==> config.mk <==
export PLATFORM = sky130hd
export DESIGN_NAME = line_follow_pid_steering_flat
export DESIGN_NICKNAME = d
export VERILOG_FILES = /design/src/rtl/lfps_pkg.sv /design/src/rtl/lfps_stream_if.sv /design/src/rtl/lfps_cfg_regs.sv /design/src/rtl/lfps_ctrl.sv /design/src/rtl/lfps_datapath.sv /design/src/rtl/line_follow_pid_steering.sv /design/src/flat_wrapper.sv
export SDC_FILE = /design/constraint.sdc
export NUM_CORES = 2
export LEC_CHECK = 0
export ABC_AREA = 1
export BUFFER_PORTS_ARGS = -buffer_cell sky130_fd_sc_hd__buf_2
export CORE_ASPECT_RATIO = 1.5
export CORE_MARGIN = 2
export CORE_UTILIZATION = 50
export CTS_BUF_LIST = sky130_fd_sc_hd__clkbuf_8
export CTS_CLUSTER_DIAMETER = 40
export DETAILED_ROUTE_END_ITERATION = 8
export PLACE_DENSITY = 0.67
export SLEW_MARGIN = 40
export SYNTH_ARGS = -nofsm -noshare
export SYNTH_HDL_FRONTEND = slang
export SYNTH_SLANG_ARGS = --single-unit
==> constraint.sdc <==
create_clock -name clk -period 24.2 [get_ports clk]
set_clock_uncertainty 0.1 [all_clocks]
set_input_delay 4.84 -clock clk [delete_from_list [all_inputs] [get_ports clk]]
set_output_delay 4.84 -clock clk [all_outputs]
set_load 0.05 [all_outputs]
==> src/rtl/lfps_pkg.sv <==
// Shared types and constants for the line-following PID steering block.
// Holds the request payloads, the register set, the controller command word
// and the fixed sensor weights. No dependencies.
package lfps_pkg;

	// Field and arithmetic widths fixed by the interface.
	localparam int unsigned SENSORS_MAX = 8;
	localparam int unsigned ERR_W       = 12;
	localparam int unsigned SPEED_W     = 15;
	localparam int unsigned GAIN_W      = 16;
	localparam int unsigned INTEG_W     = 16;
	localparam int unsigned LIMIT_W     = 48;

	// The divider produces one quotient bit per cycle.
	localparam int unsigned QUOT_W    = 12;
	localparam int unsigned DIV_STEPS = QUOT_W;
	localparam int unsigned CNT_W     = 4;

	// APB register port.
	localparam int unsigned APB_ADDR_W = 6;
	localparam int unsigned APB_DATA_W = 64;

	// Register indexes; each register sits at eight times its index.
	typedef enum logic [2:0] {
		REG_GAIN_P,
		REG_GAIN_I,
		REG_GAIN_D,
		REG_NOMINAL_DRIVE,
		REG_DRIVE_CAP,
		REG_STEER_LIMIT,
		REG_INTEG_LIMITS
	} reg_idx_t;

	// Error thresholds in Q8.8: deadband 0.6, medium 1.5, large 3.0.
	localparam logic [ERR_W-1:0] DEADBAND   = 12'd154;
	localparam logic [ERR_W-1:0] ERR_MEDIUM = 12'd384;
	localparam logic [ERR_W-1:0] ERR_LARGE  = 12'd768;

	// Position weight of each sensor, left to right.
	localparam logic signed [3:0] WEIGHTS [SENSORS_MAX] = '{
		-4'sd5, -4'sd4, -4'sd2, -4'sd1, 4'sd1, 4'sd2, 4'sd4, 4'sd5
	};

	typedef struct packed {
		logic [SENSORS_MAX-1:0] sensor_bits;
	} sensor_req_t;

	typedef struct packed {
		logic [SPEED_W-1:0]      left_drive;
		logic [SPEED_W-1:0]      right_drive;
		logic signed [ERR_W-1:0] error_out;
	} wheel_req_t;

	typedef struct packed {
		logic [GAIN_W-1:0]  gain_p;
		logic [GAIN_W-1:0]  gain_i;
		logic [GAIN_W-1:0]  gain_d;
		logic [SPEED_W-1:0] nominal_drive;
		logic [SPEED_W-1:0] drive_cap;
		logic [SPEED_W-1:0] steer_limit;
		logic [LIMIT_W-1:0] integral_limits;
	} cfg_t;

	// Operand pair for the shared multiplier.
	typedef enum logic [1:0] {
		MUL_GP,
		MUL_GI,
		MUL_GD
	} mul_sel_t;

	// Accumulator operation for the PID sum.
	typedef enum logic [1:0] {
		ACC_HOLD,
		ACC_LOAD,
		ACC_ADD_SHIFT,
		ACC_ADD
	} acc_op_t;

	typedef struct packed {
		logic     start;
		logic     div_step;
		logic     err_step;
		logic     integ_step;
		logic     mul_en;
		mul_sel_t mul_sel;
		acc_op_t  acc_op;
		logic     steer_step;
		logic     out_load;
	} cmd_t;

endpackage

==> src/rtl/lfps_stream_if.sv <==
// Valid/ready channel carrying one request payload.
// The payload type is set per instance; no other dependencies.
interface lfps_stream_if #(
	parameter type payload_t = logic
);
	logic     valid;
	logic     ready;
	payload_t payload;

	modport source (output valid, output payload, input ready);
	modport sink (input valid, input payload, output ready);
endinterface

==> src/rtl/lfps_cfg_regs.sv <==
// APB register file for gains, speeds, steering clamp and integral limits.
// Depends on lfps_pkg for the register struct and port widths.
module lfps_cfg_regs (
	input  logic                                 clk,
	input  logic                                 arst_n,
	input  logic                                 psel,
	input  logic                                 penable,
	input  logic                                 pwrite,
	input  logic [lfps_pkg::APB_ADDR_W-1:0]      paddr,
	input  logic [lfps_pkg::APB_DATA_W-1:0]      pwdata,
	output logic [lfps_pkg::APB_DATA_W-1:0]      prdata,
	output logic                                 pready,
	output lfps_pkg::cfg_t                       cfg
);
	lfps_pkg::cfg_t     cfg_q;
	lfps_pkg::reg_idx_t reg_idx;
	logic               wr_en;

	// Registers sit on 8-byte boundaries.
	assign reg_idx = lfps_pkg::reg_idx_t'(paddr[5:3]);
	assign wr_en   = psel && penable && pwrite;
	assign pready  = 1'b1;
	assign cfg     = cfg_q;

	// Register writes on the access cycle.
	always_ff @(posedge clk or negedge arst_n) begin
		if (!arst_n) begin
			cfg_q <= '0;
		end else if (wr_en) begin
			unique case (reg_idx)
				lfps_pkg::REG_GAIN_P:        cfg_q.gain_p          <= pwdata[15:0];
				lfps_pkg::REG_GAIN_I:        cfg_q.gain_i          <= pwdata[15:0];
				lfps_pkg::REG_GAIN_D:        cfg_q.gain_d          <= pwdata[15:0];
				lfps_pkg::REG_NOMINAL_DRIVE: cfg_q.nominal_drive   <= pwdata[14:0];
				lfps_pkg::REG_DRIVE_CAP:     cfg_q.drive_cap       <= pwdata[14:0];
				lfps_pkg::REG_STEER_LIMIT:   cfg_q.steer_limit     <= pwdata[14:0];
				lfps_pkg::REG_INTEG_LIMITS:  cfg_q.integral_limits <= pwdata[47:0];
				default: ;
			endcase
		end
	end

	// Read-back multiplexer; unused addresses read as zero.
	always_comb begin
		unique case (reg_idx)
			lfps_pkg::REG_GAIN_P:        prdata = 64'(cfg_q.gain_p);
			lfps_pkg::REG_GAIN_I:        prdata = 64'(cfg_q.gain_i);
			lfps_pkg::REG_GAIN_D:        prdata = 64'(cfg_q.gain_d);
			lfps_pkg::REG_NOMINAL_DRIVE: prdata = 64'(cfg_q.nominal_drive);
			lfps_pkg::REG_DRIVE_CAP:     prdata = 64'(cfg_q.drive_cap);
			lfps_pkg::REG_STEER_LIMIT:   prdata = 64'(cfg_q.steer_limit);
			lfps_pkg::REG_INTEG_LIMITS:  prdata = 64'(cfg_q.integral_limits);
			default:                     prdata = '0;
		endcase
	end

endmodule

==> src/rtl/lfps_ctrl.sv <==
// Sequencer for the steering datapath: divider steps, error and integral
// update, three passes of the shared multiplier, clamps and output load.
// Depends on lfps_pkg for the command word.
module lfps_ctrl (
	input  logic           clk,
	input  logic           arst_n,
	input  logic           in_valid,
	output logic           in_ready,
	output logic           out_valid,
	input  logic           out_ready,
	output lfps_pkg::cmd_t cmd
);
	typedef enum logic [3:0] {
		ST_IDLE,
		ST_DIVIDE,
		ST_ERROR,
		ST_INTEG,
		ST_MUL_P,
		ST_MUL_I,
		ST_MUL_D,
		ST_ACCUM,
		ST_STEER,
		ST_WHEEL
	} state_t;

	state_t                     state_q;
	logic [lfps_pkg::CNT_W-1:0] cnt_q;
	logic                       out_valid_q;
	logic                       slot_free;

	assign in_ready  = (state_q == ST_IDLE);
	assign out_valid = out_valid_q;
	assign slot_free = !out_valid_q || out_ready;

	// Commands decoded from the current state.
	always_comb begin
		cmd         = '0;
		cmd.mul_sel = lfps_pkg::MUL_GP;
		cmd.acc_op  = lfps_pkg::ACC_HOLD;
		unique case (state_q)
			ST_IDLE:   cmd.start = in_valid;
			ST_DIVIDE: cmd.div_step = 1'b1;
			ST_ERROR:  cmd.err_step = 1'b1;
			ST_INTEG:  cmd.integ_step = 1'b1;
			ST_MUL_P: begin
				cmd.mul_en  = 1'b1;
				cmd.mul_sel = lfps_pkg::MUL_GP;
			end
			ST_MUL_I: begin
				cmd.mul_en  = 1'b1;
				cmd.mul_sel = lfps_pkg::MUL_GI;
				cmd.acc_op  = lfps_pkg::ACC_LOAD;
			end
			ST_MUL_D: begin
				cmd.mul_en  = 1'b1;
				cmd.mul_sel = lfps_pkg::MUL_GD;
				cmd.acc_op  = lfps_pkg::ACC_ADD_SHIFT;
			end
			ST_ACCUM:  cmd.acc_op = lfps_pkg::ACC_ADD;
			ST_STEER:  cmd.steer_step = 1'b1;
			ST_WHEEL:  cmd.out_load = slot_free;
			default: ;
		endcase
	end

	// State, divider count and output valid flag.
	always_ff @(posedge clk or negedge arst_n) begin
		if (!arst_n) begin
			state_q     <= ST_IDLE;
			cnt_q       <= '0;
			out_valid_q <= 1'b0;
		end else begin
			out_valid_q <= cmd.out_load || (out_valid_q && !out_ready);
			unique case (state_q)
				ST_IDLE: begin
					cnt_q <= '0;
					if (in_valid) begin
						state_q <= ST_DIVIDE;
					end
				end
				ST_DIVIDE: begin
					cnt_q <= cnt_q + 1'b1;
					if (cnt_q == lfps_pkg::CNT_W'(lfps_pkg::DIV_STEPS - 1)) begin
						state_q <= ST_ERROR;
					end
				end
				ST_ERROR: state_q <= ST_INTEG;
				ST_INTEG: state_q <= ST_MUL_P;
				ST_MUL_P: state_q <= ST_MUL_I;
				ST_MUL_I: state_q <= ST_MUL_D;
				ST_MUL_D: state_q <= ST_ACCUM;
				ST_ACCUM: state_q <= ST_STEER;
				ST_STEER: state_q <= ST_WHEEL;
				ST_WHEEL: begin
					if (slot_free) begin
						state_q <= ST_IDLE;
					end
				end
				default: state_q <= ST_IDLE;
			endcase
		end
	end

endmodule

==> src/rtl/lfps_datapath.sv <==
// Steering datapath: weighted sensor mean through a bit-serial divider,
// deadband and integral update, shared multiplier PID sum and wheel clamps.
// Depends on lfps_pkg for types, weights and thresholds.
module lfps_datapath #(
	parameter int unsigned SENSOR_COUNT = 8
) (
	input  logic                  clk,
	input  logic                  arst_n,
	input  lfps_pkg::cmd_t        cmd,
	input  lfps_pkg::cfg_t        cfg,
	input  lfps_pkg::sensor_req_t sensor_req,
	output lfps_pkg::wheel_req_t  wheel_req
);
	// Weight sum and count over the fitted sensors.
	logic signed [4:0] wsum;
	logic [3:0]        wcnt;
	logic [3:0]        wabs;

	always_comb begin
		wsum = '0;
		wcnt = '0;
		for (int i = 0; i < lfps_pkg::SENSORS_MAX; i++) begin
			if (sensor_req.sensor_bits[i] && (i < SENSOR_COUNT)) begin
				wsum = wsum + 5'(lfps_pkg::WEIGHTS[i]);
				wcnt = wcnt + 4'd1;
			end
		end
		wabs = wsum[4] ? 4'(-wsum) : wsum[3:0];
	end

	// Restoring divider, one quotient bit per step.
	logic [lfps_pkg::QUOT_W-1:0] dividend_q;
	logic [lfps_pkg::QUOT_W-1:0] quot_q;
	logic [3:0]                  divisor_q;
	logic [2:0]                  rem_q;
	logic                        neg_q;
	logic                        found_q;
	logic [3:0]                  trial;
	logic                        trial_ge;

	assign trial    = {rem_q, dividend_q[lfps_pkg::QUOT_W-1]};
	assign trial_ge = (trial >= divisor_q);

	always_ff @(posedge clk) begin
		if (cmd.start) begin
			dividend_q <= {wabs, 8'h00};
			divisor_q  <= wcnt;
			neg_q      <= wsum[4];
			found_q    <= (wcnt != 4'd0);
			rem_q      <= '0;
			quot_q     <= '0;
		end else if (cmd.div_step) begin
			dividend_q <= {dividend_q[lfps_pkg::QUOT_W-2:0], 1'b0};
			quot_q     <= {quot_q[lfps_pkg::QUOT_W-2:0], trial_ge};
			if (trial_ge) begin
				rem_q <= 3'(trial - divisor_q);
			end else begin
				rem_q <= trial[2:0];
			end
		end
	end

	// Round half away from zero, fall back on the last error, apply deadband.
	logic signed [lfps_pkg::ERR_W-1:0] prev_error_q;
	logic signed [lfps_pkg::ERR_W-1:0] raw_q;
	logic signed [lfps_pkg::ERR_W-1:0] e_q;
	logic                              round_up;
	logic [lfps_pkg::QUOT_W-1:0]       quot_rnd;
	logic signed [lfps_pkg::ERR_W-1:0] mean;
	logic signed [lfps_pkg::ERR_W-1:0] raw;
	logic [lfps_pkg::ERR_W-1:0]        raw_mag;

	assign round_up = ({rem_q, 1'b0} >= divisor_q);
	assign quot_rnd = quot_q + lfps_pkg::QUOT_W'(round_up);
	assign mean     = neg_q ? $signed(-quot_rnd) : $signed(quot_rnd);
	assign raw      = found_q ? mean : prev_error_q;
	assign raw_mag  = raw[lfps_pkg::ERR_W-1] ? 12'(-raw) : raw;

	always_ff @(posedge clk) begin
		if (cmd.err_step) begin
			raw_q <= raw;
			e_q   <= (raw_mag < lfps_pkg::DEADBAND) ? '0 : raw;
		end
	end

	// Integral update: sign-change reset, truncation, limit by error size.
	logic signed [lfps_pkg::INTEG_W-1:0] integ_q;
	logic signed [12:0]                  de_q;
	logic [lfps_pkg::ERR_W-1:0]          e_mag;
	logic [15:0]                         lim16;
	logic                                flip;
	logic signed [lfps_pkg::INTEG_W-1:0] i_base;
	logic signed [24:0]                  ix;
	logic signed [16:0]                  itr;
	logic signed [17:0]                  it18;
	logic signed [17:0]                  lim_pos;
	logic signed [17:0]                  lim_neg;
	logic signed [17:0]                  iclamp;
	logic signed [lfps_pkg::INTEG_W-1:0] integ_new;

	always_comb begin
		e_mag = e_q[lfps_pkg::ERR_W-1] ? 12'(-e_q) : e_q;
		priority if (e_mag > lfps_pkg::ERR_LARGE) begin
			lim16 = cfg.integral_limits[47:32];
		end else if (e_mag > lfps_pkg::ERR_MEDIUM) begin
			lim16 = cfg.integral_limits[31:16];
		end else begin
			lim16 = cfg.integral_limits[15:0];
		end
		flip   = ((prev_error_q > 0) && (e_q < 0)) || ((prev_error_q < 0) && (e_q > 0));
		i_base = flip ? '0 : integ_q;
		ix     = 25'($signed({i_base, 8'h00})) + 25'(e_q);
		// Arithmetic shift floors; step up by one for a negative inexact value.
		itr    = 17'(ix >>> 8) + 17'(ix[24] && (ix[7:0] != 8'h00));
		it18   = 18'(itr);
		lim_pos = $signed({2'b00, lim16});
		lim_neg = -lim_pos;
		if (it18 > lim_pos) begin
			iclamp = lim_pos;
		end else if (it18 < lim_neg) begin
			iclamp = lim_neg;
		end else begin
			iclamp = it18;
		end
		if (iclamp > 18'sd32767) begin
			integ_new = 16'sh7FFF;
		end else if (iclamp < -18'sd32768) begin
			integ_new = 16'sh8000;
		end else begin
			integ_new = iclamp[15:0];
		end
	end

	always_ff @(posedge clk or negedge arst_n) begin
		if (!arst_n) begin
			integ_q      <= '0;
			prev_error_q <= '0;
		end else if (cmd.integ_step) begin
			integ_q      <= integ_new;
			prev_error_q <= e_q;
		end
	end

	always_ff @(posedge clk) begin
		if (cmd.integ_step) begin
			de_q <= 13'(e_q) - 13'(prev_error_q);
		end
	end

	// Shared multiplier: unsigned gain against a signed operand.
	logic signed [16:0] mul_a;
	logic signed [16:0] mul_b;
	logic signed [33:0] prod_q;
	logic signed [42:0] prod_ext;
	logic signed [42:0] acc_q;

	always_comb begin
		unique case (cmd.mul_sel)
			lfps_pkg::MUL_GP: begin
				mul_a = $signed({1'b0, cfg.gain_p});
				mul_b = 17'(e_q);
			end
			lfps_pkg::MUL_GI: begin
				mul_a = $signed({1'b0, cfg.gain_i});
				mul_b = 17'(integ_q);
			end
			lfps_pkg::MUL_GD: begin
				mul_a = $signed({1'b0, cfg.gain_d});
				mul_b = 17'(de_q);
			end
			default: begin
				mul_a = '0;
				mul_b = '0;
			end
		endcase
	end

	assign prod_ext = 43'(prod_q);

	always_ff @(posedge clk) begin
		if (cmd.mul_en) begin
			prod_q <= mul_a * mul_b;
		end
	end

	// PID accumulator; the integral term carries an extra factor of 256.
	always_ff @(posedge clk) begin
		unique case (cmd.acc_op)
			lfps_pkg::ACC_HOLD:      acc_q <= acc_q;
			lfps_pkg::ACC_LOAD:      acc_q <= prod_ext;
			lfps_pkg::ACC_ADD_SHIFT: acc_q <= acc_q + (prod_ext <<< 8);
			lfps_pkg::ACC_ADD:       acc_q <= acc_q + prod_ext;
			default:                 acc_q <= acc_q;
		endcase
	end

	// Floor to Q8.8 and clamp to the steering limit.
	logic signed [34:0] steer_raw;
	logic signed [34:0] steer_lim;
	logic signed [23:0] steer_q;

	assign steer_raw = 35'(acc_q >>> 8);
	assign steer_lim = $signed({12'd0, cfg.steer_limit, 8'h00});

	always_ff @(posedge clk) begin
		if (cmd.steer_step) begin
			if (steer_raw > steer_lim) begin
				steer_q <= 24'(steer_lim);
			end else if (steer_raw < -steer_lim) begin
				steer_q <= 24'(-steer_lim);
			end else begin
				steer_q <= 24'(steer_raw);
			end
		end
	end

	// Wheel values: base plus or minus steering, clamped to 0..drive_cap.
	logic signed [24:0]           base_v;
	logic signed [24:0]           lv;
	logic signed [24:0]           rv;
	logic [15:0]                  ls16;
	logic [15:0]                  rs16;
	logic [lfps_pkg::SPEED_W-1:0] ls;
	logic [lfps_pkg::SPEED_W-1:0] rs;
	lfps_pkg::wheel_req_t         out_q;

	always_comb begin
		base_v = $signed({2'b00, cfg.nominal_drive, 8'h00});
		lv     = base_v + 25'(steer_q);
		rv     = base_v - 25'(steer_q);
		ls16   = lv[24] ? 16'd0 : lv[23:8];
		rs16   = rv[24] ? 16'd0 : rv[23:8];
		ls     = (ls16 > {1'b0, cfg.drive_cap}) ? cfg.drive_cap : ls16[14:0];
		rs     = (rs16 > {1'b0, cfg.drive_cap}) ? cfg.drive_cap : rs16[14:0];
	end

	always_ff @(posedge clk) begin
		if (cmd.out_load) begin
			out_q.left_drive  <= ls;
			out_q.right_drive <= rs;
			out_q.error_out   <= raw_q;
		end
	end

	assign wheel_req = out_q;

endmodule

==> src/rtl/line_follow_pid_steering.sv <==
// Top level of the line-following PID steering block.
// Depends on lfps_pkg, lfps_stream_if, lfps_cfg_regs, lfps_ctrl and lfps_datapath.
//
//  Channel     Direction  Payload                                 Handshake
//  sensor_in   in         sensor_bits[7:0]                        valid/ready
//  wheel_out   out        left_drive, right_drive, error_out      valid/ready
//  APB         in         gain, speed, steer and limit registers  psel/penable
//
// A request is taken when the block is idle and its result is valid once it
// has passed the bit-serial divider for the weighted mean, the error and
// integral steps, the shared multiplier and the steering and wheel clamps.
// A new request is taken the cycle after the result is loaded, while that result
// still waits in the output register. If the previous result is still held
// when the next is ready, the block stalls until the sink takes it.
// Reset clears the registers, the last error, the integral and all valid flags.
module line_follow_pid_steering #(
	parameter int unsigned SENSOR_COUNT = 8
) (
	input  logic                            clk,
	input  logic                            arst_n,
	lfps_stream_if.sink                     sensor_in,
	lfps_stream_if.source                   wheel_out,
	input  logic                            psel,
	input  logic                            penable,
	input  logic                            pwrite,
	input  logic [lfps_pkg::APB_ADDR_W-1:0] paddr,
	input  logic [lfps_pkg::APB_DATA_W-1:0] pwdata,
	output logic [lfps_pkg::APB_DATA_W-1:0] prdata,
	output logic                            pready
);
	lfps_pkg::cfg_t        cfg;
	lfps_pkg::cmd_t        cmd;
	lfps_pkg::sensor_req_t sensor_req;
	lfps_pkg::wheel_req_t  wheel_req;
	logic                  in_ready;
	logic                  out_valid;

	// Register file.
	lfps_cfg_regs u_cfg_regs (
		.clk     (clk),
		.arst_n  (arst_n),
		.psel    (psel),
		.penable (penable),
		.pwrite  (pwrite),
		.paddr   (paddr),
		.pwdata  (pwdata),
		.prdata  (prdata),
		.pready  (pready),
		.cfg     (cfg)
	);

	// Sequencer.
	lfps_ctrl u_ctrl (
		.clk       (clk),
		.arst_n    (arst_n),
		.in_valid  (sensor_in.valid),
		.in_ready  (in_ready),
		.out_valid (out_valid),
		.out_ready (wheel_out.ready),
		.cmd       (cmd)
	);

	// Arithmetic.
	lfps_datapath #(
		.SENSOR_COUNT (SENSOR_COUNT)
	) u_datapath (
		.clk        (clk),
		.arst_n     (arst_n),
		.cmd        (cmd),
		.cfg        (cfg),
		.sensor_req (sensor_req),
		.wheel_req  (wheel_req)
	);

	assign sensor_req        = sensor_in.payload;
	assign sensor_in.ready   = in_ready;
	assign wheel_out.valid   = out_valid;
	assign wheel_out.payload = wheel_req;

endmodule

==> src/flat_wrapper.sv <==
// flat-port wrapper written by rule: the top's interface ports become plain ports
module line_follow_pid_steering_flat 
#(
	parameter int unsigned SENSOR_COUNT = 8
)
  (clk, arst_n, psel, penable, pwrite, paddr, pwdata, prdata, pready, sensor_in_valid, sensor_in_payload, sensor_in_ready, wheel_out_valid, wheel_out_payload, wheel_out_ready);
  lfps_stream_if #(.payload_t(lfps_pkg::sensor_req_t)) sensor_in_i ();
  lfps_stream_if #(.payload_t(lfps_pkg::wheel_req_t)) wheel_out_i ();
  input  logic clk;
  input  logic arst_n;
  input  logic psel;
  input  logic penable;
  input  logic pwrite;
  input  logic [lfps_pkg::APB_ADDR_W-1:0] paddr;
  input  logic [lfps_pkg::APB_DATA_W-1:0] pwdata;
  output logic [lfps_pkg::APB_DATA_W-1:0] prdata;
  output logic pready;
  input wire logic [$bits(sensor_in_i.valid)-1:0] sensor_in_valid;
  input wire logic [$bits(sensor_in_i.payload)-1:0] sensor_in_payload;
  output wire logic [$bits(sensor_in_i.ready)-1:0] sensor_in_ready;
  output wire logic [$bits(wheel_out_i.valid)-1:0] wheel_out_valid;
  output wire logic [$bits(wheel_out_i.payload)-1:0] wheel_out_payload;
  input wire logic [$bits(wheel_out_i.ready)-1:0] wheel_out_ready;
  assign sensor_in_i.valid = sensor_in_valid;
  assign sensor_in_i.payload = sensor_in_payload;
  assign sensor_in_ready = sensor_in_i.ready;
  assign wheel_out_valid = wheel_out_i.valid;
  assign wheel_out_payload = wheel_out_i.payload;
  assign wheel_out_i.ready = wheel_out_ready;
  line_follow_pid_steering #(.SENSOR_COUNT(SENSOR_COUNT)) u_core (.clk(clk), .arst_n(arst_n), .sensor_in(sensor_in_i), .wheel_out(wheel_out_i), .psel(psel), .penable(penable), .pwrite(pwrite), .paddr(paddr), .pwdata(pwdata), .prdata(prdata), .pready(pready));
endmodule
==> out/results.tsv <==
stage	metric	value	unit
grt	antenna violations before repair	2	
grt	met3 Track Usage GR	3.95	%
cts	Max H-tree Level	3	
cts	Resized cells post-CTS	0	
die	Site Rows	122	
grt	first-pass GRT wire length	170	mm
run_status	run status	finished, final reports clean	
die	Die W	227	um
routing	wire length per cell	18.2	um
grt	met1 usage	31.5	%
setup_path	critical path cell sequence	buf_2 > inv_1 > nand3_4 > o22ai_1 > a221oi_1 > o2111ai_1 > buf_2	
cts	clk sinks	383	
sta	fin crit share	47.8	%
setup_path	delay-heaviest family, CP	buffers and inverters	
finish	FF/Latch Area	0.0105	mm2
synth	Synth Flop Type	edfxtp_1	
grt	total track usage	28.4	%
sta	Slew HR	39.3	%
synth	Mapped Cells	4798	
routing	vias	32600	
synth	synthesized area per cell	7.79	um2
setup_path	critical path launch point type	input pin	
min_path	min-delay src	u_core.u_datapath.raw_q[9]	
sta	Worst Max-Slew Pin Slew	0.907	ns
cts	cts bufs inserted	67	
sta	worst hold slack	0.318	ns
synth	Synth cell types	68	
sta	Period minus WS final	11.56	ns
routing	Detailed Routing Iterations Pass 1	7	
place	hpwl dp	85.5	mm
finish	filler instances	7157	
cts	clock latency at the later pin of the worst-skew pair	0.68	ns
synth	FF+latch count, synth	383	
die	Initial Util	50.6	%
die	die height	339	um
routing	antenna viol nets, final	0	
routing	initial drt markers	2135	
place	GPL Wtd Cong	0.954	
die	# IOs	194	
synth	Seq/Total Area, Yosys	28.0	%
cts	# hold bufs at CTS	0	
flow_run	# Max-Cap Violations	0	
finish	area of the multi-input gates	0.0235	mm2
grt	vias in the first global route	32300	
die	full die area	0.0770	mm2
setup_path	WP data arrival	6.62	ns
cts	CTS tree	done	
setup_path	Worst setup startpoint	paddr[3]	
setup_path	CP required	19.26	ns
setup_path	Critical path buffers and inverters	3	
routing	Post-route DRC	0	
sta	final-report setup violation count	0	
die	CORE AREA	0.0739	mm2
finish	NumNets Final	5637	
cts	root buffer selected by CTS	clkbuf_8	
grt	met2 Use GR	50.7	%
finish	Area growth, synth to finish	8.99	%
setup_path	CP Max Fanout	49	
routing	routed wire length	109	mm
synth	asr flop ratio synth	46.5	%
synth	Post-Syn Area	0.0374	mm2
grt	total grt overflow	0	
cts	setup bufs post-CTS	0	
min_path	worst hold path class	flip-flop to flip-flop	
setup_path	most used cell, CP	buf_2	
grt	most used routing layer	met2	
setup_path	CP Capture Type	output port	
setup_path	RR Startpoint	u_core.u_ctrl.state_q[2]	
cts	Reg clk slew, reported paths	0.05	ns
cts	Clock Path Buffers	3	
synth	Post-synth EDFFs	190	
synth	yosys warns	0	
sta	setup TNS	0	ns
sta	f_max	86.5	MHz
sta	Pins Over Slew Limit	0	
setup_path	CP Class	input pin to output port	
place	I/O Buffers	157	
routing	vias per cell	5.44	
sta	RSZ-0062 raised after global routing	no	
sta	endpoints failing hold	0	
grt	largest net degree at the start of global routing	112	
setup_path	Worst path slowest cell	nand3_4	
finish	layout cells sized above 1	8.66	%
setup_path	slowest stage delay, CP	0.51	ns
-- area by class of cell --
class,count,share of cell area (%)
Clock inverter,41,0.734
Tap cell,992,3.05
Timing Repair Buffer,205,2.92
Sequential cell,383,25.7
Antenna cell,2,0.0123
Clock buffer,79,2.67
Multi-Input combinational cell,3499,57.6
Inverter,794,7.33
-- state kept, by name, summed over array words and instances (netlist names), 12 cells and up --
register and count:
u_core.u_datapath.de_q 13, u_core.u_datapath.prev_error_q 12, u_core.u_datapath.integ_q 16, u_core.u_datapath.prod_q 34, u_core.u_datapath.steer_q 24, u_core.u_datapath.raw_q 12, u_core.u_datapath.acc_q 43, u_core.u_datapath.wheel_req 42
u_core.u_datapath.e_q 12, u_core.u_datapath.quot_q 12, u_core.u_cfg_regs.cfg 141
-- worst paths after layout --
check                                               endpoint  slack, ns  depth (start not counted)
hold / removal                u_core.u_datapath.wheel_req[9]       0.32                          0
max in group asynchronous  u_core.u_datapath.prev_error_q[9]      18.77                          2
min in group asynchronous          u_core.u_cfg_regs.cfg[73]       4.01                          1
setup reg to reg                u_core.u_datapath.prod_q[32]      14.33                         38
setup / recovery                                  prdata[11]      12.64                          7
hold reg to reg               u_core.u_datapath.wheel_req[9]       0.32                          0
-- synthesized netlist by cell type (10+ instances only) --
master	instances	share of area (%)
dfrtp_1	178	12
o21a_1	12	0.24
nand3b_1	10	0.20
nand2_1	986	9.9
xnor2_1	35	0.82
o211ai_1	40	0.80
dfxtp_1	15	0.80
nand2_4	16	0.48
xor2_1	123	2.9
or2_2	20	0.33
a31oi_1	14	0.23
a21oi_1	307	4.1
inv_1	780	7.8
nor2_1	486	4.9
edfxtp_1	190	15
nand3_1	178	2.4
o21ai_0	355	4.8
clkbuf_1	100	1.0
fa_1	215	12
a221oi_1	16	0.37
ha_1	387	13
a22o_1	18	0.42
nand2_2	32	0.54
buf_4	19	0.38
nand3_2	12	0.32
o22ai_1	32	0.54
o21bai_1	12	0.24
nor3_1	48	0.64
nand4_1	32	0.54
-- metrics by stage --
stage          setup slack (ns)  std cells  cell area (um2)  util, %
2_1_floorplan             12.86       4813            37400        -
3_3_place_gp              12.39       5872            39300     53.1
3_5_place_dp              12.70       5873            39300     53.3
4_1_cts                   12.70       5993            40700     55.1
5_1_grt                   12.51       5995            40700     55.1
6_report                  12.64       5995            40700     55.1
-- layer usage --
metal | vias to the layer above | wire, um
li1 | 15900 | -
met3 | 322 | 5700
met5 | - | 0
met1 | 15400 | 41100
met4 | 0 | 7220
met2 | 973 | 54800
-- cells by family after synthesis --
logic type	after synthesis	share of synthesized area (%)
simple gates	1859	21.1
buf+inv	931	9.76
compound gates	863	13.0
fa+ha+maj	602	24.5
flops	383	28.0
xor+xnor	158	3.70
other cells	2	0.0201
-- cell usage in the layout, fill, tap and decap left out, types with 10 or more instances in the layout --
cell type and count:
xor2_1 123, o211ai_1 40, nand3_1 177, o22ai_1 32, nor2_1 477, conb_1 17
a22o_1 18, ha_1 387, nor2_2 13, nand2_1 982, nand3b_1 10, o21ai_0 354
edfxtp_1 190, dfxtp_1 15, or2_2 20, dfrtp_1 178, o21bai_1 12, fa_1 215
nand2_4 16, clkinv_1 12, xnor2_1 35, inv_1 796, a221oi_1 14, o21a_1 12
nand4_1 32, a21oi_1 305, nand2_2 36, nor3_1 42, buf_2 156, nand3_2 12
clkbuf_8 79, a31oi_1 14, clkinv_2 10, buf_4 46
Power is not shown: default switching activity piles up to over one toggle a cycle in this logic, so the estimate is an artifact.
